## src/csq_pkg.sv

```systemverilog
// Shared types, constants and helper functions for the CSQ response parser.
`timescale 1ns / 1ps
`default_nettype none

package csq_pkg;

    // Depth of the word queue between front and back (power of two)
    localparam int QUEUE_DEPTH = 4;

    // Character codes
    localparam logic [7:0] CH_NUL   = 8'h00;
    localparam logic [7:0] CH_TAB   = 8'h09;
    localparam logic [7:0] CH_LF    = 8'h0A;
    localparam logic [7:0] CH_CR    = 8'h0D;
    localparam logic [7:0] CH_SPACE = 8'h20;
    localparam logic [7:0] CH_PLUS  = 8'h2B;
    localparam logic [7:0] CH_COMMA = 8'h2C;
    localparam logic [7:0] CH_MINUS = 8'h2D;
    localparam logic [7:0] CH_ZERO  = 8'h30;
    localparam logic [7:0] CH_NINE  = 8'h39;
    localparam logic [7:0] CH_COLON = 8'h3A;
    localparam logic [7:0] CH_C     = 8'h43;
    localparam logic [7:0] CH_E     = 8'h45;
    localparam logic [7:0] CH_K     = 8'h4B;
    localparam logic [7:0] CH_O     = 8'h4F;
    localparam logic [7:0] CH_Q     = 8'h51;
    localparam logic [7:0] CH_R     = 8'h52;
    localparam logic [7:0] CH_S     = 8'h53;

    // rssi code 0 maps to -113 dBm
    localparam logic signed [7:0] RSSI_BASE = -8'sd113;

    typedef enum logic [2:0] {
        PH_SEARCH,
        PH_N1_PRE,
        PH_N1_DIG,
        PH_N2_PRE,
        PH_N2_DIG,
        PH_DONE
    } phase_t;

    typedef enum logic [2:0] {
        ST_OK         = 3'd0,
        ST_NO_PREFIX  = 3'd1,
        ST_BAD_FIRST  = 3'd2,
        ST_NO_COMMA   = 3'd3,
        ST_BAD_SECOND = 3'd4
    } status_t;

    // One classified word from the front to the back
    typedef struct packed {
        logic [7:0] data_byte;
        logic [3:0] digit;
        logic       is_digit;
        logic       is_space;
        logic       is_plus;
        logic       is_minus;
        logic       is_comma;
        logic       is_zero;
        logic       capture_end;
        logic       complete;
        logic [6:0] length;
    } csq_word_t;

    // Parser state at the end of a capture
    typedef struct packed {
        phase_t            phase;
        logic [31:0]       acc;
        logic              neg;
        logic              ovf;
        logic signed [7:0] rssi;
        logic              rssi_written;
        status_t           status;
        logic [7:0]        ber;
        logic              complete;
        logic [6:0]        length;
    } csq_snap_t;

    // One finished result
    typedef struct packed {
        status_t           status;
        logic              complete;
        logic              rssi_written;
        logic signed [7:0] rssi_dbm;
        logic [7:0]        ber_tenths;
        logic [6:0]        captured_length;
    } csq_result_t;

    // Characters of the "+CSQ:" prefix
    function automatic logic [7:0] prefix_char(input logic [2:0] pos);
        logic [7:0] ch;
        unique case (pos)
            3'd0:    ch = CH_PLUS;
            3'd1:    ch = CH_C;
            3'd2:    ch = CH_S;
            3'd3:    ch = CH_Q;
            3'd4:    ch = CH_COLON;
            default: ch = CH_NUL;
        endcase
        return ch;
    endfunction

    // Final 32-bit value, negated modulo 2^32 for a leading minus
    function automatic logic [31:0] num_value(input logic [31:0] acc, input logic neg);
        return neg ? (32'd0 - acc) : acc;
    endfunction

    // dBm for rssi codes 0..31, zero otherwise
    function automatic logic signed [7:0] rssi_code(input logic [31:0] v);
        logic signed [7:0] r;
        r = 8'sd0;
        if (v < 32'd32) begin
            r = RSSI_BASE + $signed({2'b00, v[4:0], 1'b0});
        end
        return r;
    endfunction

    // ber in tenths of a percent for codes 0..7, zero otherwise
    function automatic logic [7:0] ber_code(input logic [31:0] v);
        logic [7:0] b;
        b = 8'd0;
        if (v < 32'd8) begin
            unique case (v[2:0])
                3'd0:    b = 8'd2;
                3'd1:    b = 8'd3;
                3'd2:    b = 8'd6;
                3'd3:    b = 8'd12;
                3'd4:    b = 8'd24;
                3'd5:    b = 8'd48;
                3'd6:    b = 8'd96;
                default: b = 8'd128;
            endcase
        end
        return b;
    endfunction

endpackage

`default_nettype wire

```

## src/csq_front.sv

```systemverilog
// Front: accepts bytes, tracks capture length and terminators, classifies each word.
`timescale 1ns / 1ps
`default_nettype none

module csq_front
    import csq_pkg::*;
#(
    parameter int CAPTURE_LIMIT = 128
) (
    input  wire logic       aclk,
    input  wire logic       aresetn,
    input  wire logic       s_valid,
    output logic            s_ready,
    input  wire logic [7:0] s_data_byte,
    input  wire logic       s_end_of_response,
    output logic            push_o,
    output csq_word_t       word_o,
    input  wire logic       full_i
);

    localparam int CW = $clog2(CAPTURE_LIMIT);

    logic [7:0]      hist_reg [6];
    logic [CW-1:0]   count_reg;
    logic            complete_reg;

    logic [7:0]      win [7];
    logic [CW-1:0]   count_next;
    logic [CW+6:0]   count_ext;
    logic            ok_hit;
    logic            err_hit;
    logic            ok_block;
    logic            err_block;
    logic            is_crlf;
    logic            complete_next;
    logic            capture_end;
    logic            accept;

    assign s_ready = !full_i;
    assign accept  = s_valid && !full_i;
    assign push_o  = accept;

    // Window of the newest seven bytes, current byte first
    always_comb begin
        win[0] = s_data_byte;
        for (int i = 1; i < 7; i++) begin
            win[i] = hist_reg[i-1];
        end
    end

    // Look for OK / ERROR from the oldest start; a zero byte hides later matches
    always_comb begin
        ok_hit    = 1'b0;
        ok_block  = 1'b0;
        err_hit   = 1'b0;
        err_block = 1'b0;
        for (int p = 3; p >= 1; p--) begin
            if (!ok_block && win[p] == CH_O && win[p-1] == CH_K) begin
                ok_hit = 1'b1;
            end
            if (win[p] == CH_NUL) begin
                ok_block = 1'b1;
            end
        end
        for (int p = 6; p >= 4; p--) begin
            if (!err_block && win[p] == CH_E && win[p-1] == CH_R && win[p-2] == CH_R &&
                win[p-3] == CH_O && win[p-4] == CH_R) begin
                err_hit = 1'b1;
            end
            if (win[p] == CH_NUL) begin
                err_block = 1'b1;
            end
        end
    end

    // Capture end decision
    always_comb begin
        count_next    = count_reg + CW'(1);
        count_ext     = {7'd0, count_next};
        is_crlf       = (s_data_byte == CH_CR) || (s_data_byte == CH_LF);
        complete_next = complete_reg ||
                        (is_crlf && ((count_next >= CW'(4) && ok_hit) ||
                                     (count_next >= CW'(7) && err_hit)));
        capture_end   = complete_next || (count_next >= CW'(CAPTURE_LIMIT - 1)) ||
                        s_end_of_response;
    end

    // Classified word for the back
    always_comb begin
        word_o.data_byte   = s_data_byte;
        word_o.digit       = s_data_byte[3:0];
        word_o.is_digit    = (s_data_byte >= CH_ZERO) && (s_data_byte <= CH_NINE);
        word_o.is_space    = (s_data_byte == CH_SPACE) ||
                             ((s_data_byte >= CH_TAB) && (s_data_byte <= CH_CR));
        word_o.is_plus     = (s_data_byte == CH_PLUS);
        word_o.is_minus    = (s_data_byte == CH_MINUS);
        word_o.is_comma    = (s_data_byte == CH_COMMA);
        word_o.is_zero     = (s_data_byte == CH_NUL);
        word_o.capture_end = capture_end;
        word_o.complete    = complete_next;
        word_o.length      = count_ext[6:0];
    end

    // History, count and completion; all cleared when a capture ends
    always_ff @(posedge aclk) begin
        if (!aresetn) begin
            count_reg    <= '0;
            complete_reg <= 1'b0;
            for (int i = 0; i < 6; i++) begin
                hist_reg[i] <= 8'd0;
            end
        end else if (accept) begin
            if (capture_end) begin
                count_reg    <= '0;
                complete_reg <= 1'b0;
                for (int i = 0; i < 6; i++) begin
                    hist_reg[i] <= 8'd0;
                end
            end else begin
                count_reg    <= count_next;
                complete_reg <= complete_next;
                for (int i = 0; i < 6; i++) begin
                    hist_reg[i] <= win[i];
                end
            end
        end
    end

`ifndef SYNTHESIS
    // A capture end must leave the front in its reset state
    a_end_clears: assert property (@(posedge aclk) disable iff (!aresetn)
        accept && capture_end |=> count_reg == '0 && !complete_reg)
        else $error("front not cleared after capture end");
`endif

endmodule

`default_nettype wire

```

## src/csq_fifo.sv

```systemverilog
// Short word queue between the front and the back.
`timescale 1ns / 1ps
`default_nettype none

module csq_fifo
    import csq_pkg::*;
(
    input  wire logic       aclk,
    input  wire logic       aresetn,
    input  wire logic       push_i,
    input  csq_word_t       push_word_i,
    output logic            full_o,
    input  wire logic       pop_i,
    output csq_word_t       pop_word_o,
    output logic            empty_o
);

    localparam int AW = $clog2(QUEUE_DEPTH);

    csq_word_t       mem [QUEUE_DEPTH];
    logic [AW-1:0]   wr_ptr_reg;
    logic [AW-1:0]   rd_ptr_reg;
    logic [AW:0]     count_reg;

    assign full_o     = (count_reg == (AW+1)'(QUEUE_DEPTH));
    assign empty_o    = (count_reg == '0);
    assign pop_word_o = mem[rd_ptr_reg];

    // Storage
    always_ff @(posedge aclk) begin
        if (push_i) begin
            mem[wr_ptr_reg] <= push_word_i;
        end
    end

    // Pointers and fill count
    always_ff @(posedge aclk) begin
        if (!aresetn) begin
            wr_ptr_reg <= '0;
            rd_ptr_reg <= '0;
            count_reg  <= '0;
        end else begin
            if (push_i) begin
                wr_ptr_reg <= wr_ptr_reg + AW'(1);
            end
            if (pop_i) begin
                rd_ptr_reg <= rd_ptr_reg + AW'(1);
            end
            if (push_i && !pop_i) begin
                count_reg <= count_reg + (AW+1)'(1);
            end else if (pop_i && !push_i) begin
                count_reg <= count_reg - (AW+1)'(1);
            end
        end
    end

`ifndef SYNTHESIS
    a_no_overflow: assert property (@(posedge aclk) disable iff (!aresetn)
        push_i |-> !full_o)
        else $error("push into full queue");

    a_no_underflow: assert property (@(posedge aclk) disable iff (!aresetn)
        pop_i |-> !empty_o)
        else $error("pop from empty queue");
`endif

endmodule

`default_nettype wire

```

## src/csq_back.sv

```systemverilog
// Back: prefix search and number parser, one queued word per cycle; an empty queue or a held snapshot stalls it.
`timescale 1ns / 1ps
`default_nettype none

module csq_back
    import csq_pkg::*;
(
    input  wire logic       aclk,
    input  wire logic       aresetn,
    input  wire logic       empty_i,
    input  csq_word_t       word_i,
    output logic            pop_o,
    output logic            snap_valid_o,
    output csq_snap_t       snap_o,
    input  wire logic       snap_ready_i
);

    phase_t            phase_reg, phase_next;
    logic [2:0]        pos_reg, pos_next;
    logic [31:0]       acc_reg, acc_next;
    logic              sign_reg, sign_next;
    logic              neg_reg, neg_next;
    logic              ovf_reg, ovf_next;
    logic signed [7:0] rssi_reg, rssi_next;
    logic              rssi_wr_reg, rssi_wr_next;
    status_t           status_reg, status_next;
    logic [7:0]        ber_reg, ber_next;
    logic              snap_valid_reg;
    csq_snap_t         snap_reg;

    logic [31:0]       value;
    logic [35:0]       prod;
    logic              pre_fail;
    logic              end_pop;

    assign pop_o        = !empty_i && (!word_i.capture_end || !snap_valid_reg || snap_ready_i);
    assign end_pop      = pop_o && word_i.capture_end;
    assign snap_valid_o = snap_valid_reg;
    assign snap_o       = snap_reg;

    // Next parser state for the word at the queue head
    always_comb begin
        phase_next   = phase_reg;
        pos_next     = pos_reg;
        acc_next     = acc_reg;
        sign_next    = sign_reg;
        neg_next     = neg_reg;
        ovf_next     = ovf_reg;
        rssi_next    = rssi_reg;
        rssi_wr_next = rssi_wr_reg;
        status_next  = status_reg;
        ber_next     = ber_reg;

        value    = num_value(acc_reg, neg_reg);
        prod     = ({4'd0, acc_reg} << 3) + ({4'd0, acc_reg} << 1) + {32'd0, word_i.digit};
        pre_fail = !word_i.is_digit &&
                   !(word_i.is_space && !sign_reg) &&
                   !((word_i.is_plus || word_i.is_minus) && !sign_reg);

        unique case (phase_reg)
            PH_SEARCH: begin
                if (word_i.is_zero) begin
                    status_next = ST_NO_PREFIX;
                    phase_next  = PH_DONE;
                end else if (word_i.data_byte == prefix_char(pos_reg)) begin
                    pos_next = pos_reg + 3'd1;
                    if (pos_reg == 3'd4) begin
                        phase_next = PH_N1_PRE;
                        acc_next   = 32'd0;
                        sign_next  = 1'b0;
                        neg_next   = 1'b0;
                        ovf_next   = 1'b0;
                    end
                end else begin
                    pos_next = word_i.is_plus ? 3'd1 : 3'd0;
                end
            end
            PH_N1_PRE, PH_N2_PRE: begin
                if (word_i.is_digit) begin
                    acc_next   = {28'd0, word_i.digit};
                    phase_next = (phase_reg == PH_N1_PRE) ? PH_N1_DIG : PH_N2_DIG;
                end else if (pre_fail) begin
                    status_next = (phase_reg == PH_N1_PRE) ? ST_BAD_FIRST : ST_BAD_SECOND;
                    phase_next  = PH_DONE;
                end else if (word_i.is_plus || word_i.is_minus) begin
                    sign_next = 1'b1;
                    neg_next  = neg_reg || word_i.is_minus;
                end
            end
            PH_N1_DIG: begin
                if (word_i.is_digit) begin
                    if (!ovf_reg) begin
                        acc_next = prod[31:0];
                        ovf_next = |prod[35:32];
                    end
                end else if (ovf_reg) begin
                    status_next = ST_BAD_FIRST;
                    phase_next  = PH_DONE;
                end else begin
                    rssi_next    = rssi_code(value);
                    rssi_wr_next = 1'b1;
                    if (word_i.is_comma) begin
                        phase_next = PH_N2_PRE;
                        acc_next   = 32'd0;
                        sign_next  = 1'b0;
                        neg_next   = 1'b0;
                        ovf_next   = 1'b0;
                    end else begin
                        status_next = ST_NO_COMMA;
                        phase_next  = PH_DONE;
                    end
                end
            end
            PH_N2_DIG: begin
                if (word_i.is_digit) begin
                    if (!ovf_reg) begin
                        acc_next = prod[31:0];
                        ovf_next = |prod[35:32];
                    end
                end else begin
                    if (ovf_reg) begin
                        status_next = ST_BAD_SECOND;
                    end else begin
                        ber_next    = ber_code(value);
                        status_next = ST_OK;
                    end
                    phase_next = PH_DONE;
                end
            end
            PH_DONE: begin
            end
            default: begin
            end
        endcase
    end

    // Phase register; back to searching after each capture
    always_ff @(posedge aclk) begin
        if (!aresetn) begin
            phase_reg <= PH_SEARCH;
        end else if (pop_o) begin
            phase_reg <= word_i.capture_end ? PH_SEARCH : phase_next;
        end
    end

    // Number and prefix state
    always_ff @(posedge aclk) begin
        if (!aresetn) begin
            pos_reg     <= 3'd0;
            acc_reg     <= 32'd0;
            sign_reg    <= 1'b0;
            neg_reg     <= 1'b0;
            ovf_reg     <= 1'b0;
            rssi_reg    <= 8'sd0;
            rssi_wr_reg <= 1'b0;
            status_reg  <= ST_OK;
            ber_reg     <= 8'd0;
        end else if (pop_o) begin
            if (word_i.capture_end) begin
                pos_reg     <= 3'd0;
                acc_reg     <= 32'd0;
                sign_reg    <= 1'b0;
                neg_reg     <= 1'b0;
                ovf_reg     <= 1'b0;
                rssi_reg    <= 8'sd0;
                rssi_wr_reg <= 1'b0;
                status_reg  <= ST_OK;
                ber_reg     <= 8'd0;
            end else begin
                pos_reg     <= pos_next;
                acc_reg     <= acc_next;
                sign_reg    <= sign_next;
                neg_reg     <= neg_next;
                ovf_reg     <= ovf_next;
                rssi_reg    <= rssi_next;
                rssi_wr_reg <= rssi_wr_next;
                status_reg  <= status_next;
                ber_reg     <= ber_next;
            end
        end
    end

    // Snapshot handed to the report stage
    always_ff @(posedge aclk) begin
        if (!aresetn) begin
            snap_valid_reg <= 1'b0;
        end else if (end_pop) begin
            snap_valid_reg <= 1'b1;
        end else if (snap_ready_i) begin
            snap_valid_reg <= 1'b0;
        end
    end

    always_ff @(posedge aclk) begin
        if (end_pop) begin
            snap_reg.phase        <= phase_next;
            snap_reg.acc          <= acc_next;
            snap_reg.neg          <= neg_next;
            snap_reg.ovf          <= ovf_next;
            snap_reg.rssi         <= rssi_next;
            snap_reg.rssi_written <= rssi_wr_next;
            snap_reg.status       <= status_next;
            snap_reg.ber          <= ber_next;
            snap_reg.complete     <= word_i.complete;
            snap_reg.length       <= word_i.length;
        end
    end

endmodule

`default_nettype wire

```

## src/csq_report.sv

```systemverilog
// Report stage: resolves the final status and holds the result word.
`timescale 1ns / 1ps
`default_nettype none

module csq_report
    import csq_pkg::*;
(
    input  wire logic       aclk,
    input  wire logic       aresetn,
    input  wire logic       snap_valid_i,
    input  csq_snap_t       snap_i,
    output logic            snap_ready_o,
    output logic            m_valid,
    input  wire logic       m_ready,
    output csq_result_t     result_o
);

    logic        m_valid_reg;
    csq_result_t result_reg;
    csq_result_t result_next;
    logic [31:0] value;

    assign snap_ready_o = !m_valid_reg || m_ready;
    assign m_valid      = m_valid_reg;
    assign result_o     = result_reg;

    // Capture that ended mid-number: the end of text acts as a non-digit
    always_comb begin
        value                       = num_value(snap_i.acc, snap_i.neg);
        result_next.complete        = snap_i.complete;
        result_next.captured_length = snap_i.length;
        result_next.rssi_written    = snap_i.rssi_written;
        result_next.rssi_dbm        = snap_i.rssi;
        result_next.ber_tenths      = 8'd0;
        result_next.status          = snap_i.status;

        unique case (snap_i.phase)
            PH_SEARCH: result_next.status = ST_NO_PREFIX;
            PH_N1_PRE: result_next.status = ST_BAD_FIRST;
            PH_N1_DIG: begin
                if (snap_i.ovf) begin
                    result_next.status = ST_BAD_FIRST;
                end else begin
                    result_next.status       = ST_NO_COMMA;
                    result_next.rssi_written = 1'b1;
                    result_next.rssi_dbm     = rssi_code(value);
                end
            end
            PH_N2_PRE: result_next.status = ST_BAD_SECOND;
            PH_N2_DIG: begin
                if (snap_i.ovf) begin
                    result_next.status = ST_BAD_SECOND;
                end else begin
                    result_next.status     = ST_OK;
                    result_next.ber_tenths = ber_code(value);
                end
            end
            PH_DONE: begin
                if (snap_i.status == ST_OK) begin
                    result_next.ber_tenths = snap_i.ber;
                end
            end
            default: begin
            end
        endcase

        if (!result_next.rssi_written) begin
            result_next.rssi_dbm = 8'sd0;
        end
    end

    // Output register
    always_ff @(posedge aclk) begin
        if (!aresetn) begin
            m_valid_reg <= 1'b0;
        end else if (snap_ready_o) begin
            m_valid_reg <= snap_valid_i;
        end
    end

    always_ff @(posedge aclk) begin
        if (snap_ready_o && snap_valid_i) begin
            result_reg <= result_next;
        end
    end

`ifndef SYNTHESIS
    a_ok_has_rssi: assert property (@(posedge aclk) disable iff (!aresetn)
        m_valid_reg && result_reg.status == ST_OK |-> result_reg.rssi_written)
        else $error("ok status without rssi");

    a_ber_only_ok: assert property (@(posedge aclk) disable iff (!aresetn)
        m_valid_reg && result_reg.status != ST_OK |-> result_reg.ber_tenths == 8'd0)
        else $error("ber reported on a failed parse");
`endif

endmodule

`default_nettype wire

```

## src/at_csq_response_parser_top.sv

```systemverilog
// Path: a capture-ending byte enters the queue, then the back's snapshot, then the result word.
// Throughput: one byte per cycle while the queue is not full; the back parses one queued word a cycle,
// and a 4-word queue lets front and back stall independently.
// The report stage holds one result; a stalled output backs up into the queue.
// Reset: aresetn is synchronous, active low; it clears capture, parser and valid state.
`timescale 1ns / 1ps
`default_nettype none

module at_csq_response_parser_top
    import csq_pkg::*;
#(
    parameter int CAPTURE_LIMIT = 128
) (
    input  wire logic              aclk,
    input  wire logic              aresetn,
    input  wire logic              s_valid,
    output logic                   s_ready,
    input  wire logic [7:0]        s_data_byte,
    input  wire logic              s_end_of_response,
    output logic                   m_valid,
    input  wire logic              m_ready,
    output logic [2:0]             m_status,
    output logic                   m_complete,
    output logic                   m_rssi_written,
    output logic signed [7:0]      m_rssi_dbm,
    output logic [7:0]             m_ber_tenths,
    output logic [6:0]             m_captured_length
);

    logic        push;
    logic        full;
    logic        pop;
    logic        empty;
    csq_word_t   push_word;
    csq_word_t   head_word;
    logic        snap_valid;
    logic        snap_ready;
    csq_snap_t   snap;
    csq_result_t result;

    csq_front #(
        .CAPTURE_LIMIT (CAPTURE_LIMIT)
    ) u_front (
        .aclk              (aclk),
        .aresetn           (aresetn),
        .s_valid           (s_valid),
        .s_ready           (s_ready),
        .s_data_byte       (s_data_byte),
        .s_end_of_response (s_end_of_response),
        .push_o            (push),
        .word_o            (push_word),
        .full_i            (full)
    );

    csq_fifo u_fifo (
        .aclk        (aclk),
        .aresetn     (aresetn),
        .push_i      (push),
        .push_word_i (push_word),
        .full_o      (full),
        .pop_i       (pop),
        .pop_word_o  (head_word),
        .empty_o     (empty)
    );

    csq_back u_back (
        .aclk         (aclk),
        .aresetn      (aresetn),
        .empty_i      (empty),
        .word_i       (head_word),
        .pop_o        (pop),
        .snap_valid_o (snap_valid),
        .snap_o       (snap),
        .snap_ready_i (snap_ready)
    );

    csq_report u_report (
        .aclk         (aclk),
        .aresetn      (aresetn),
        .snap_valid_i (snap_valid),
        .snap_i       (snap),
        .snap_ready_o (snap_ready),
        .m_valid      (m_valid),
        .m_ready      (m_ready),
        .result_o     (result)
    );

    assign m_status          = result.status;
    assign m_complete        = result.complete;
    assign m_rssi_written    = result.rssi_written;
    assign m_rssi_dbm        = result.rssi_dbm;
    assign m_ber_tenths      = result.ber_tenths;
    assign m_captured_length = result.captured_length;

endmodule

`default_nettype wire
```

## config.mk

```make
export PLATFORM = sky130hd
export DESIGN_NAME = at_csq_response_parser_top
export DESIGN_NICKNAME = d
export VERILOG_FILES = /design/src/csq_pkg.sv /design/src/csq_front.sv /design/src/csq_fifo.sv /design/src/csq_back.sv /design/src/csq_report.sv /design/src/at_csq_response_parser_top.sv
export SDC_FILE = /design/constraint.sdc
export NUM_CORES = 1
export LEC_CHECK = 0
export BUFFER_PORTS_ARGS = -buffer_cell sky130_fd_sc_hd__buf_4
export CAP_MARGIN = 20
export CORE_MARGIN = 2
export CORE_UTILIZATION = 50
export CTS_BUF_LIST = sky130_fd_sc_hd__clkbuf_16
export CTS_CLUSTER_DIAMETER = 80
export DETAILED_ROUTE_END_ITERATION = 12
export PLACE_DENSITY = 0.66
export SKIP_CTS_REPAIR_TIMING = 1
export SLEW_MARGIN = 40
export SYNTH_ARGS = -nofsm -noshare
export SYNTH_HDL_FRONTEND = slang
export SYNTH_HIERARCHICAL = 1
export SYNTH_SLANG_ARGS = --single-unit
```

## constraint.sdc

```tcl
create_clock -name aclk -period 14.1 [get_ports aclk]
set_input_delay 2.115 -clock aclk [delete_from_list [all_inputs] [get_ports aclk]]
set_output_delay 2.115 -clock aclk [all_outputs]
set_load 0.005 [all_outputs]
```

==> impl_results.html, run 1 <==
<table>
<tr><th>Metric</th><th>Value</th></tr>
<tr><th colspan="2">Worst setup path</th></tr>
<tr><td>Count of cells along the worst register-to-register path</td><td>14</td></tr>
<tr><td>CP Data Required Time</td><td>~14 ns</td></tr>
<tr><td>Crit-path max FO</td><td>27</td></tr>
<tr><td>Crit Reg-Reg Endpoint</td><td>u_back/snap_o[58]</td></tr>
<tr><td>WP data arrival</td><td>5.42 ns</td></tr>
<tr><td>Sort of element at the end of the critical path</td><td>register</td></tr>
<tr><td>Kind of critical path</td><td>reg -&gt; reg</td></tr>
<tr><td>Slack of the worst reg-to-reg path</td><td>8.96 ns</td></tr>
<tr><td>Kind of start point of the critical path</td><td>register</td></tr>
<tr><th colspan="2">Power</th></tr>
<tr><td>Clock power share</td><td>0.297</td></tr>
<tr><td>Switching power summed over all nets</td><td>0.00110 W</td></tr>
<tr><td>Max IR drop VDD</td><td>0.0901 mV</td></tr>
<tr><td>Sequential fraction of design power</td><td>0.422</td></tr>
<tr><td>Combinational group share of total power</td><td>0.281</td></tr>
<tr><td>Power density over the cells</td><td>159 nW/um^2</td></tr>
<tr><td>Internal Pwr Total</td><td>approximately 0.0021 W</td></tr>
<tr><td>Net switching fraction of the power</td><td>0.340</td></tr>
<tr><td>Lkg Pwr</td><td>7.70 nW</td></tr>
<tr><th colspan="2">Timing</th></tr>
<tr><td>RSZ-0062 raised after global routing</td><td>false</td></tr>
<tr><td>Relative slew slack</td><td>0.447</td></tr>
<tr><td>Final Max Tran Viols</td><td>0</td></tr>
<tr><td>Worst slew pin tran</td><td>0.827 ns</td></tr>
<tr><td>Min Clock Period, post-route</td><td>5.14 ns</td></tr>
<tr><td>Final clock period utilization by the worst path</td><td>0.365</td></tr>
<tr><td>Maximum clock frequency</td><td>194 MHz</td></tr>
<tr><td>Count of final setup violators</td><td>0</td></tr>
<tr><td>Skew final</td><td>0.0194 ns</td></tr>
<tr><td>Setup_tns</td><td>0 ns</td></tr>
<tr><td>Final Hold Fails</td><td>0</td></tr>
<tr><th colspan="2">Detailed routing</th></tr>
<tr><td>Vias</td><td>around 14k</td></tr>
<tr><td>DR WL/cell</td><td>20.1 microns</td></tr>
<tr><td>Total wirelength of the detailed-routed design</td><td>44,900 microns</td></tr>
<tr><td>Via count normalized by instance count</td><td>6.25</td></tr>
<tr><td>Count of routing violations after the opening detailed-route iteration</td><td>936</td></tr>
<tr><td>Drt first pass iters</td><td>5</td></tr>
<tr><td>DRC errors left</td><td>0</td></tr>
<tr><td>Remaining number of nets flagged by the antenna check after routing</td><td>0</td></tr>
<tr><th colspan="2">Global route</th></tr>
<tr><td>Largest net degree at the start of global routing</td><td>67</td></tr>
<tr><td>Number of global-route vias before repair</td><td>13.5k</td></tr>
<tr><td>Wire length of the first global-routing pass</td><td>72,300 microns</td></tr>
<tr><td>Met2 track demand over resource in global routing</td><td>0.369</td></tr>
<tr><td>Leftover overflow at the end of global routing</td><td>0</td></tr>
<tr><td>Global routing met3 resource utilization</td><td>0.0440</td></tr>
<tr><td>Most used routing layer</td><td>met2</td></tr>
<tr><td>GR met1 Demand/Resource</td><td>0.324</td></tr>
<tr><td>Total GRT Usage</td><td>0.234</td></tr>
<tr><td>Initial antenna violation count</td><td>0</td></tr>
<tr><th colspan="2">Outcome</th></tr>
<tr><td>Outcome</td><td>complete, no violations</td></tr>
<tr><th colspan="2">Logic synthesis</th></tr>
<tr><td>Syn Area/Cell</td><td>between 10 and 15 sq um</td></tr>
<tr><td>Total of warnings raised by yosys</td><td>6</td></tr>
<tr><td>Net count after synthesis</td><td>1,852</td></tr>
<tr><td>Gate count of the mapped netlist</td><td>roughly 1.8k</td></tr>
<tr><td>Synth Flop Type</td><td>sky130_fd_sc_hd__edfxtp_1</td></tr>
<tr><td>Count of state elements after synthesis</td><td>roughly 330</td></tr>
<tr><td>Largest area contributor in the synthesized netlist</td><td>sky130_fd_sc_hd__edfxtp_1</td></tr>
<tr><td>Fraction of synthesis flops using an asynchronous set or reset pin</td><td>0</td></tr>
<tr><td>Portion of synthesized cell area occupied by the leading cell type</td><td>0.400</td></tr>
<tr><td>Netlist area before placement</td><td>between 15,000 and 20,000 sq um</td></tr>
<tr><td>Sequential cell area fraction in the yosys report</td><td>0.485</td></tr>
<tr><td>Most frequent cell after synthesis</td><td>sky130_fd_sc_hd__edfxtp_1</td></tr>
<tr><td>Count of distinct cell types in the synthesized netlist</td><td>91</td></tr>
<tr><td>Largest cells by area after synthesis</td><td>sky130_fd_sc_hd__edfxtp_1 40%, sky130_fd_sc_hd__dfxtp_1 8.6%, sky130_fd_sc_hd__ha_1 5.6%, sky130_fd_sc_hd__nand2_1 3.6%, sky130_fd_sc_hd__mux4_2 2.4%</td></tr>
<tr><td>Number of enable-type register cells in the synthesized netlist</td><td>around 250</td></tr>
<tr><td>Most used standard cells in the synthesized netlist</td><td>249 x sky130_fd_sc_hd__edfxtp_1, 178 x sky130_fd_sc_hd__nand2_1, 105 x sky130_fd_sc_hd__nor2_1</td></tr>
<tr><th colspan="2">Cells and area</th></tr>
<tr><td>Filler Cells Inserted</td><td>between 3k and 4k</td></tr>
<tr><td>Antenna fix cells</td><td>0</td></tr>
<tr><td>FF/Latch Area</td><td>9080 sq um</td></tr>
<tr><td>Layout cell share with drive strength beyond 1</td><td>0.0975</td></tr>
<tr><td>Final net count</td><td>1,838</td></tr>
<tr><td>Post-route cell area</td><td>20,400 sq um</td></tr>
<tr><td>Signed area change from the synthesized netlist to the final layout</td><td>8.91%</td></tr>
<tr><td>Flip-flop count of the largest register, all copies and words added</td><td>108</td></tr>
<tr><td>Area of the multi-input gates</td><td>approximately 9000 sq um</td></tr>
<tr><td>Count of placed standard cells in the final layout, fillers left out</td><td>between 2k and 2.5k</td></tr>
<tr><th colspan="2">Place</th></tr>
<tr><td>RD Place Congestion</td><td>0.925</td></tr>
<tr><td>Count of input and output buffers</td><td>42</td></tr>
<tr><td>Number of cells in the design after placement</td><td>approximately 2.2k</td></tr>
<tr><td>Post-DP Area</td><td>19,100 sq um</td></tr>
<tr><td>Half-perimeter wire length after placement</td><td>31,300 microns</td></tr>
<tr><th colspan="2">Floorplanning</th></tr>
<tr><td>Floorplan die width</td><td>197 microns</td></tr>
<tr><td>Die Span Y</td><td>197 microns</td></tr>
<tr><td>Floorplan row count</td><td>70</td></tr>
<tr><td>Number of top-level design ports</td><td>43</td></tr>
<tr><td>Starting utilization of the core area</td><td>0.510</td></tr>
<tr><td>Die ar.</td><td>39,000 sq um</td></tr>
<tr><td>Core area</td><td>36,700 sq um</td></tr>
<tr><th colspan="2">Clock tree</th></tr>
<tr><td>Clock buffer count from CTS</td><td>36</td></tr>
<tr><td>Source-to-sink clock delay at the later pin of the worst-skew pair</td><td>0.54 ns</td></tr>
<tr><td>Clock Tree Root</td><td>sky130_fd_sc_hd__clkbuf_16</td></tr>
<tr><td>TritonCTS Sinks</td><td>329</td></tr>
<tr><td>Max Buffers Root-to-Sink</td><td>3</td></tr>
<tr><td>Clock transition at path regs</td><td>around 0.060 ns</td></tr>
<tr><td>CTS H-Tree Depth</td><td>2</td></tr>
<tr><td>TritonCTS clock tree</td><td>done</td></tr>
<tr><th colspan="2">Worst hold path</th></tr>
<tr><td>Worst Hold Endpoint</td><td>u_report/result_o[4]</td></tr>
<tr><td>HP Class</td><td>reg -&gt; reg</td></tr>
<tr><td>Hold path startpoint</td><td>u_back/snap_o[4]</td></tr>
<tr><td>Number of cells traversed by the worst hold path</td><td>0</td></tr>
<tr><th colspan="2">Run</th></tr>
<tr><td>Max-Cap Viols</td><td>0</td></tr>
</table>
[how the worst max path moves through the flow]
stage               startpoint                   to  slack, ns
floorplan              m_ready     u_back/snap_o[0]       8.03
global placement      register    u_back/snap_o[58]       8.90
detailed placement     m_ready  u_fifo/count_reg[2]       9.00
CTS                   register    u_back/snap_o[58]       8.98
global route          register    u_back/snap_o[58]       8.59
finish                register    u_back/snap_o[58]       8.96
[cells by family (layout without fill, tap and decap cells)]
group | Yosys count | count (layout) | synth area share
and+or+nand+nor | 678 | 678 | 0.194
xor gates and xnor gates | 56 | 56 | 0.0262
buffers and inverters | 165 | 177 | 0.0449
AOI/OAI and AO/OA | 398 | 398 | 0.150
muxes | 41 | 41 | 0.0417
DFF | 329 | 329 | 0.485
adders and majority gates | 86 | 86 | 0.0587
[area by class of cell]
| cell class | instances | area share |
|---|---|---|
| Clock buffer | 36 | 0.0442 |
| Clock inverter | 28 | 0.0155 |
| Inverter | 53 | 0.00977 |
| Multi-Input combinational cell | 1259 | 0.433 |
| Sequential cell | 329 | 0.446 |
| Tap cell | 468 | 0.0287 |
| Timing Repair Buffer | 60 | 0.0227 |
[stage by stage]
stage / total power [W] / util / setup slack (ns) / hold WS, ns
after floorplan: 0.00203 / - / 8.03 / 0.400
after global placement: 0.00227 / 0.521 / 8.90 / 0.404
after detailed placement: 0.00228 / 0.521 / 9.00 / 0.415
after CTS: 0.00326 / 0.554 / 8.98 / 0.429
after global routing: 0.00342 / 0.555 / 8.59 / 0.439
final: 0.00325 / 0.555 / 8.96 / 0.428
[placed cells by master, fill, tap and decap left out, drive strengths merged, types with 54 or more instances in the layout]
master,netlist,routed
a21oi,79,79
and3,63,63
buf,45,60
dfxtp,80,80
edfxtp,249,249
ha,83,83
inv,53,63
nand2,178,178
nor2,105,105
nor3,54,54
o21ai,85,85
[worst max-delay path, cell delays in order, from the launching register on]
cell and delay, ns:
sky130_fd_sc_hd__dfxtp_2 0.31, sky130_fd_sc_hd__buf_4 0.43, sky130_fd_sc_hd__mux4_1 0.66, sky130_fd_sc_hd__ha_1 0.32, sky130_fd_sc_hd__ha_1 0.24, sky130_fd_sc_hd__fa_1 0.42
sky130_fd_sc_hd__a21oi_1 0.21, sky130_fd_sc_hd__o21ai_0 0.15, sky130_fd_sc_hd__o21ai_0 0.31, sky130_fd_sc_hd__nand2_1 0.17, sky130_fd_sc_hd__a2111oi_1 0.76, sky130_fd_sc_hd__nor2_1 0.18
sky130_fd_sc_hd__a311oi_1 0.36, sky130_fd_sc_hd__xnor2_1 0.14, sky130_fd_sc_hd__a22o_1 0.20
[power by group through the flow]
stage | clock, W | combinational, W | sequential (W)
after global routing | 0.00102 | 0.00100 | 0.00139
after global placement | 0 | 0.000879 | 0.00139
final | 0.000965 | 0.000913 | 0.00137
after CTS | 0.000987 | 0.000898 | 0.00137
after floorplan | 0 | 0.000688 | 0.00134
after detailed placement | 0 | 0.000893 | 0.00139
[per-layer routing]
metal | vias up | share of wire
met5 | - | 0
met4 | 0 | 0.027
met3 | 78 | 0.074
met2 | 483 | 0.45
met1 | 6739 | 0.44
li1 | 6649 | -
Power figures use the tool's default switching activity.
==> run 2, diff against run 1 <==
--- a/config.mk
+++ b/config.mk
@@ -5,6 +5,7 @@
 export SDC_FILE = /design/constraint.sdc
 export NUM_CORES = 1
 export LEC_CHECK = 0
+export ABC_AREA = 1
 export BUFFER_PORTS_ARGS = -buffer_cell sky130_fd_sc_hd__buf_4
 export CAP_MARGIN = 20
 export CORE_MARGIN = 2
@@ -12,7 +13,7 @@
 export CTS_BUF_LIST = sky130_fd_sc_hd__clkbuf_16
 export CTS_CLUSTER_DIAMETER = 80
 export DETAILED_ROUTE_END_ITERATION = 12
-export PLACE_DENSITY = 0.66
+export PLACE_DENSITY = 0.68
 export SKIP_CTS_REPAIR_TIMING = 1
 export SLEW_MARGIN = 40
 export SYNTH_ARGS = -nofsm -noshare
==> constraint.sdc (replaced) <==
create_clock -name aclk -period 4.35 [get_ports aclk]
set_input_delay 0.6525 -clock aclk [delete_from_list [all_inputs] [get_ports aclk]]
set_output_delay 0.6525 -clock aclk [all_outputs]
set_load 0.005 [all_outputs]
==> impl_results.html, run 2 <==
<table>
<tr><th>Metric</th><th>Value</th></tr>
<tr><th colspan="2">Floorplanning</th></tr>
<tr><td>Floorplan die width</td><td>205 microns (+3.8%)</td></tr>
<tr><td>Die Span Y</td><td>205 microns (+3.8%)</td></tr>
<tr><td>Number of top-level design ports</td><td>43 (unchanged)</td></tr>
<tr><td>Floorplan row count</td><td>73 (+4.3%)</td></tr>
<tr><td>Starting utilization of the core area</td><td>0.508 (-0.00205)</td></tr>
<tr><td>Core area</td><td>39,700 sq um (+8.3%)</td></tr>
<tr><td>Die ar.</td><td>42,000 sq um (+7.7%)</td></tr>
<tr><th colspan="2">Logic synthesis</th></tr>
<tr><td>Most frequent cell after synthesis</td><td>sky130_fd_sc_hd__nand2_1</td></tr>
<tr><td>Netlist area before placement</td><td>20,200 sq um (+7.8%)</td></tr>
<tr><td>Syn Area/Cell</td><td>7.98 sq um (-25%)</td></tr>
<tr><td>Number of enable-type register cells in the synthesized netlist</td><td>249 (unchanged)</td></tr>
<tr><td>Largest area contributor in the synthesized netlist</td><td>sky130_fd_sc_hd__edfxtp_1</td></tr>
<tr><td>Portion of synthesized cell area occupied by the leading cell type</td><td>0.371 (-0.0290)</td></tr>
<tr><td>Count of state elements after synthesis</td><td>329 (unchanged)</td></tr>
<tr><td>Largest cells by area after synthesis</td><td>sky130_fd_sc_hd__edfxtp_1 37%, sky130_fd_sc_hd__nand2_1 12%, sky130_fd_sc_hd__dfxtp_1 7.9%, sky130_fd_sc_hd__nor2_1 5.7%, sky130_fd_sc_hd__ha_1 5.1%</td></tr>
<tr><td>Fraction of synthesis flops using an asynchronous set or reset pin</td><td>0 (unchanged)</td></tr>
<tr><td>Sequential cell area fraction in the yosys report</td><td>0.450 (-0.0353)</td></tr>
<tr><td>Synth Flop Type</td><td>sky130_fd_sc_hd__edfxtp_1</td></tr>
<tr><td>Total of warnings raised by yosys</td><td>6 (unchanged)</td></tr>
<tr><td>Most used standard cells in the synthesized netlist</td><td>670 x sky130_fd_sc_hd__nand2_1, 305 x sky130_fd_sc_hd__nor2_1, 260 x sky130_fd_sc_hd__inv_1</td></tr>
<tr><td>Count of distinct cell types in the synthesized netlist</td><td>62 (-32%)</td></tr>
<tr><td>Net count after synthesis</td><td>2,626 (+42%)</td></tr>
<tr><td>Gate count of the mapped netlist</td><td>2,527 (+44%)</td></tr>
<tr><th colspan="2">Clock tree</th></tr>
<tr><td>Source-to-sink clock delay at the later pin of the worst-skew pair</td><td>0.57 ns (+0.03 ns)</td></tr>
<tr><td>Clock Tree Root</td><td>sky130_fd_sc_hd__clkbuf_16</td></tr>
<tr><td>Max Buffers Root-to-Sink</td><td>3 (unchanged)</td></tr>
<tr><td>Clock buffer count from CTS</td><td>37 (+2.8%)</td></tr>
<tr><td>Clock transition at path regs</td><td>0.07 ns (about the same)</td></tr>
<tr><td>CTS H-Tree Depth</td><td>2 (unchanged)</td></tr>
<tr><td>TritonCTS clock tree</td><td>done</td></tr>
<tr><td>TritonCTS Sinks</td><td>329 (unchanged)</td></tr>
<tr><th colspan="2">Worst setup path</th></tr>
<tr><td>Sort of element at the end of the critical path</td><td>register</td></tr>
<tr><td>Kind of start point of the critical path</td><td>register</td></tr>
<tr><td>Crit-path max FO</td><td>10 (-63%)</td></tr>
<tr><td>Kind of critical path</td><td>reg -&gt; reg</td></tr>
<tr><td>WP data arrival</td><td>4.49 ns (-0.93 ns)</td></tr>
<tr><td>CP Data Required Time</td><td>4.77 ns (-9.61 ns)</td></tr>
<tr><th colspan="2">Worst hold path</th></tr>
<tr><td>HP Class</td><td>in -&gt; reg</td></tr>
<tr><th colspan="2">Place</th></tr>
<tr><td>Number of cells in the design after placement</td><td>3,042 (+40%)</td></tr>
<tr><td>Post-DP Area</td><td>20,900 sq um (+9.4%)</td></tr>
<tr><td>Half-perimeter wire length after placement</td><td>40,000 microns (+28%)</td></tr>
<tr><td>RD Place Congestion</td><td>0.950 (+2.7%)</td></tr>
<tr><td>Count of input and output buffers</td><td>42 (unchanged)</td></tr>
<tr><th colspan="2">Timing</th></tr>
<tr><td>Relative slew slack</td><td>0.524 (+0.0766)</td></tr>
<tr><td>Final Max Tran Viols</td><td>0 (unchanged)</td></tr>
<tr><td>Maximum clock frequency</td><td>246 MHz (+26%)</td></tr>
<tr><td>Setup_tns</td><td>0 ns (unchanged)</td></tr>
<tr><td>Worst slew pin tran</td><td>0.714 ns (-0.113 ns)</td></tr>
<tr><td>Min Clock Period, post-route</td><td>4.07 ns (-1.08 ns)</td></tr>
<tr><td>Skew final</td><td>0.0213 ns (+0.00199 ns)</td></tr>
<tr><td>Final clock period utilization by the worst path</td><td>0.935 (+0.570)</td></tr>
<tr><td>Final Hold Fails</td><td>0 (unchanged)</td></tr>
<tr><td>RSZ-0062 raised after global routing</td><td>false</td></tr>
<tr><td>Count of final setup violators</td><td>0 (unchanged)</td></tr>
<tr><th colspan="2">Cells and area</th></tr>
<tr><td>Signed area change from the synthesized netlist to the final layout</td><td>10.2%</td></tr>
<tr><td>Layout cell share with drive strength beyond 1</td><td>0.107 (+0.00971)</td></tr>
<tr><td>Count of placed standard cells in the final layout, fillers left out</td><td>3,110 (+39%)</td></tr>
<tr><td>Antenna fix cells</td><td>0 (unchanged)</td></tr>
<tr><td>Filler Cells Inserted</td><td>3,611 (+17%)</td></tr>
<tr><td>Post-route cell area</td><td>22,200 sq um (+9.1%)</td></tr>
<tr><td>Most common cell after layout, fill and taps aside</td><td>sky130_fd_sc_hd__nand2_1</td></tr>
<tr><td>Most frequent cells in the layout</td><td>669 x sky130_fd_sc_hd__nand2_1, 304 x sky130_fd_sc_hd__nor2_1, 265 x sky130_fd_sc_hd__inv_1</td></tr>
<tr><td>Flip-flop count of the largest register, all copies and words added</td><td>108 (unchanged)</td></tr>
<tr><td>Final net count</td><td>2,655 (+44%)</td></tr>
<tr><td>Utilization after layout</td><td>0.559 (+0.00409)</td></tr>
<tr><th colspan="2">Global route</th></tr>
<tr><td>Number of global-route vias before repair</td><td>16.5k (+22%)</td></tr>
<tr><td>Wire length of the first global-routing pass</td><td>85,800 microns (+19%)</td></tr>
<tr><td>Total GRT Usage</td><td>0.261 (+0.0269)</td></tr>
<tr><td>Initial antenna violation count</td><td>0 (unchanged)</td></tr>
<tr><td>Leftover overflow at the end of global routing</td><td>0 (unchanged)</td></tr>
<tr><td>Largest net degree at the start of global routing</td><td>68 (+1.5%)</td></tr>
<tr><th colspan="2">Detailed routing</th></tr>
<tr><td>DR WL/cell</td><td>17.5 microns (-13%)</td></tr>
<tr><td>Count of routing violations after the opening detailed-route iteration</td><td>1,398 (+49%)</td></tr>
<tr><td>Remaining number of nets flagged by the antenna check after routing</td><td>0 (unchanged)</td></tr>
<tr><td>Drt first pass iters</td><td>5 (unchanged)</td></tr>
<tr><td>Via count normalized by instance count</td><td>5.59 (-11%)</td></tr>
<tr><td>DRC errors left</td><td>0 (unchanged)</td></tr>
<tr><td>Total wirelength of the detailed-routed design</td><td>54,500 microns (+22%)</td></tr>
<tr><td>Vias</td><td>17.4k (+25%)</td></tr>
<tr><th colspan="2">Power</th></tr>
<tr><td>Power density over the cells</td><td>590 nW/um^2 (+270%)</td></tr>
<tr><td>Sequential fraction of design power</td><td>0.359 (-0.063)</td></tr>
<tr><td>Clock power share</td><td>0.253 (-0.044)</td></tr>
<tr><td>Switching power summed over all nets</td><td>0.00545 W (+390%)</td></tr>
<tr><td>Net switching fraction of the power</td><td>0.416 (+0.0757)</td></tr>
<tr><td>Max IR drop VDD</td><td>0.378 mV (+320%)</td></tr>
<tr><td>Combinational group share of total power</td><td>0.388 (+0.107)</td></tr>
<tr><td>Internal Pwr Total</td><td>0.00766 W (+260%)</td></tr>
<tr><td>Lkg Pwr</td><td>9.55 nW (+24%)</td></tr>
<tr><th colspan="2">Outcome</th></tr>
<tr><td>Outcome</td><td>complete, no violations</td></tr>
<tr><th colspan="2">Run</th></tr>
<tr><td>Max-Cap Viols</td><td>0 (unchanged)</td></tr>
</table>
-- run 2: cell types whose count changed in the layout (fill, tap and decap cells not counted), sizes merged, moves of 62 or more --
cell   before  now
a21oi      79  156
and3       63    1
inv        63  281
nand2     178  693
nand3      30  151
nor2      105  361
-- run 2: final cells by class --
cell class	instances	area, sq um	share of cell area
multi-input combinational	1840	9550	0.430
clock buffer	37	926	0.0417
clock inverter	31	379	0.0171
tap	525	657	0.0296
sequential	329	9080	0.409
timing repair buffer	73	581	0.0261
inverter	275	1050	0.0471
-- run 2: routing by layer --
layer  vias to the layer above  global-route usage  wire length, microns
li1                       8530                   -                     -
met1                      8146               0.327                 23300
met2                       574               0.453                 26200
met3                       122              0.0320                  2900
met4                         0               0.113                  2110
met5                         -                   0                     0
-- run 2: per-stage QoR --
stage	setup WS (ns)	hold WS [ns]	total power, W
CTS	0.321	0.301	0.0131
global route	0.0461	0.310	0.0139
floorplan	0.898	0.400	0.00823
global placement	0.462	0.401	0.00969
detailed placement	0.355	0.408	0.00980
finish	0.283	0.324	0.0131
-- run 2: worst paths after layout --
kind              cells after the start             start                    to  slack, ns
setup / recovery                     20          register    u_back/acc_reg[20]       0.28
hold / removal                        1    s_data_byte[7]     u_fifo/mem[0][26]       0.32
setup reg to reg                     20          register    u_back/acc_reg[20]       0.28
hold reg to reg                       0  u_back/snap_o[6]  u_report/result_o[6]       0.43
-- run 2: kinds of logic (layout without fill, tap and decap cells) --
logic type      after synthesis  after routing  share of synthesized area
compound gates              395            395                      0.112
xor+xnor                     31             31                     0.0135
fa+ha+maj                    86             86                     0.0545
buf+inv                     358            416                     0.0778
flops                       329            329                      0.450
simple gates               1328           1328                      0.292
-- run 2: power by group through the flow --
stage          combinational [W]  sequential, W  clock (W)
2_1_floorplan            0.00368        0.00455          0
3_3_place_gp             0.00493        0.00476          0
3_5_place_dp             0.00504        0.00476          0
4_1_cts                  0.00507        0.00470    0.00338
5_1_grt                  0.00567        0.00478    0.00349
6_report                 0.00509        0.00470    0.00331
-- run 2: worst max-delay path: stages, from the launching register on --
cell	delay, ns
sky130_fd_sc_hd__dfxtp_1	0.56
sky130_fd_sc_hd__o21ai_0	0.18
sky130_fd_sc_hd__o22ai_1	0.28
sky130_fd_sc_hd__inv_1	0.11
sky130_fd_sc_hd__fa_1	0.54
sky130_fd_sc_hd__inv_1	0.07
sky130_fd_sc_hd__fa_1	0.44
sky130_fd_sc_hd__nand2_1	0.10
sky130_fd_sc_hd__nand3_1	0.07
sky130_fd_sc_hd__o21a_1	0.17
sky130_fd_sc_hd__a21oi_1	0.30
sky130_fd_sc_hd__o21ai_0	0.27
sky130_fd_sc_hd__nand2_1	0.12
sky130_fd_sc_hd__nand2_1	0.06
sky130_fd_sc_hd__or2_2	0.27
sky130_fd_sc_hd__nand3_1	0.06
sky130_fd_sc_hd__nand2_1	0.06
sky130_fd_sc_hd__nand2_1	0.06
sky130_fd_sc_hd__nand2_1	0.06
sky130_fd_sc_hd__nand2_1	0.06
sky130_fd_sc_hd__a21oi_1	0.06
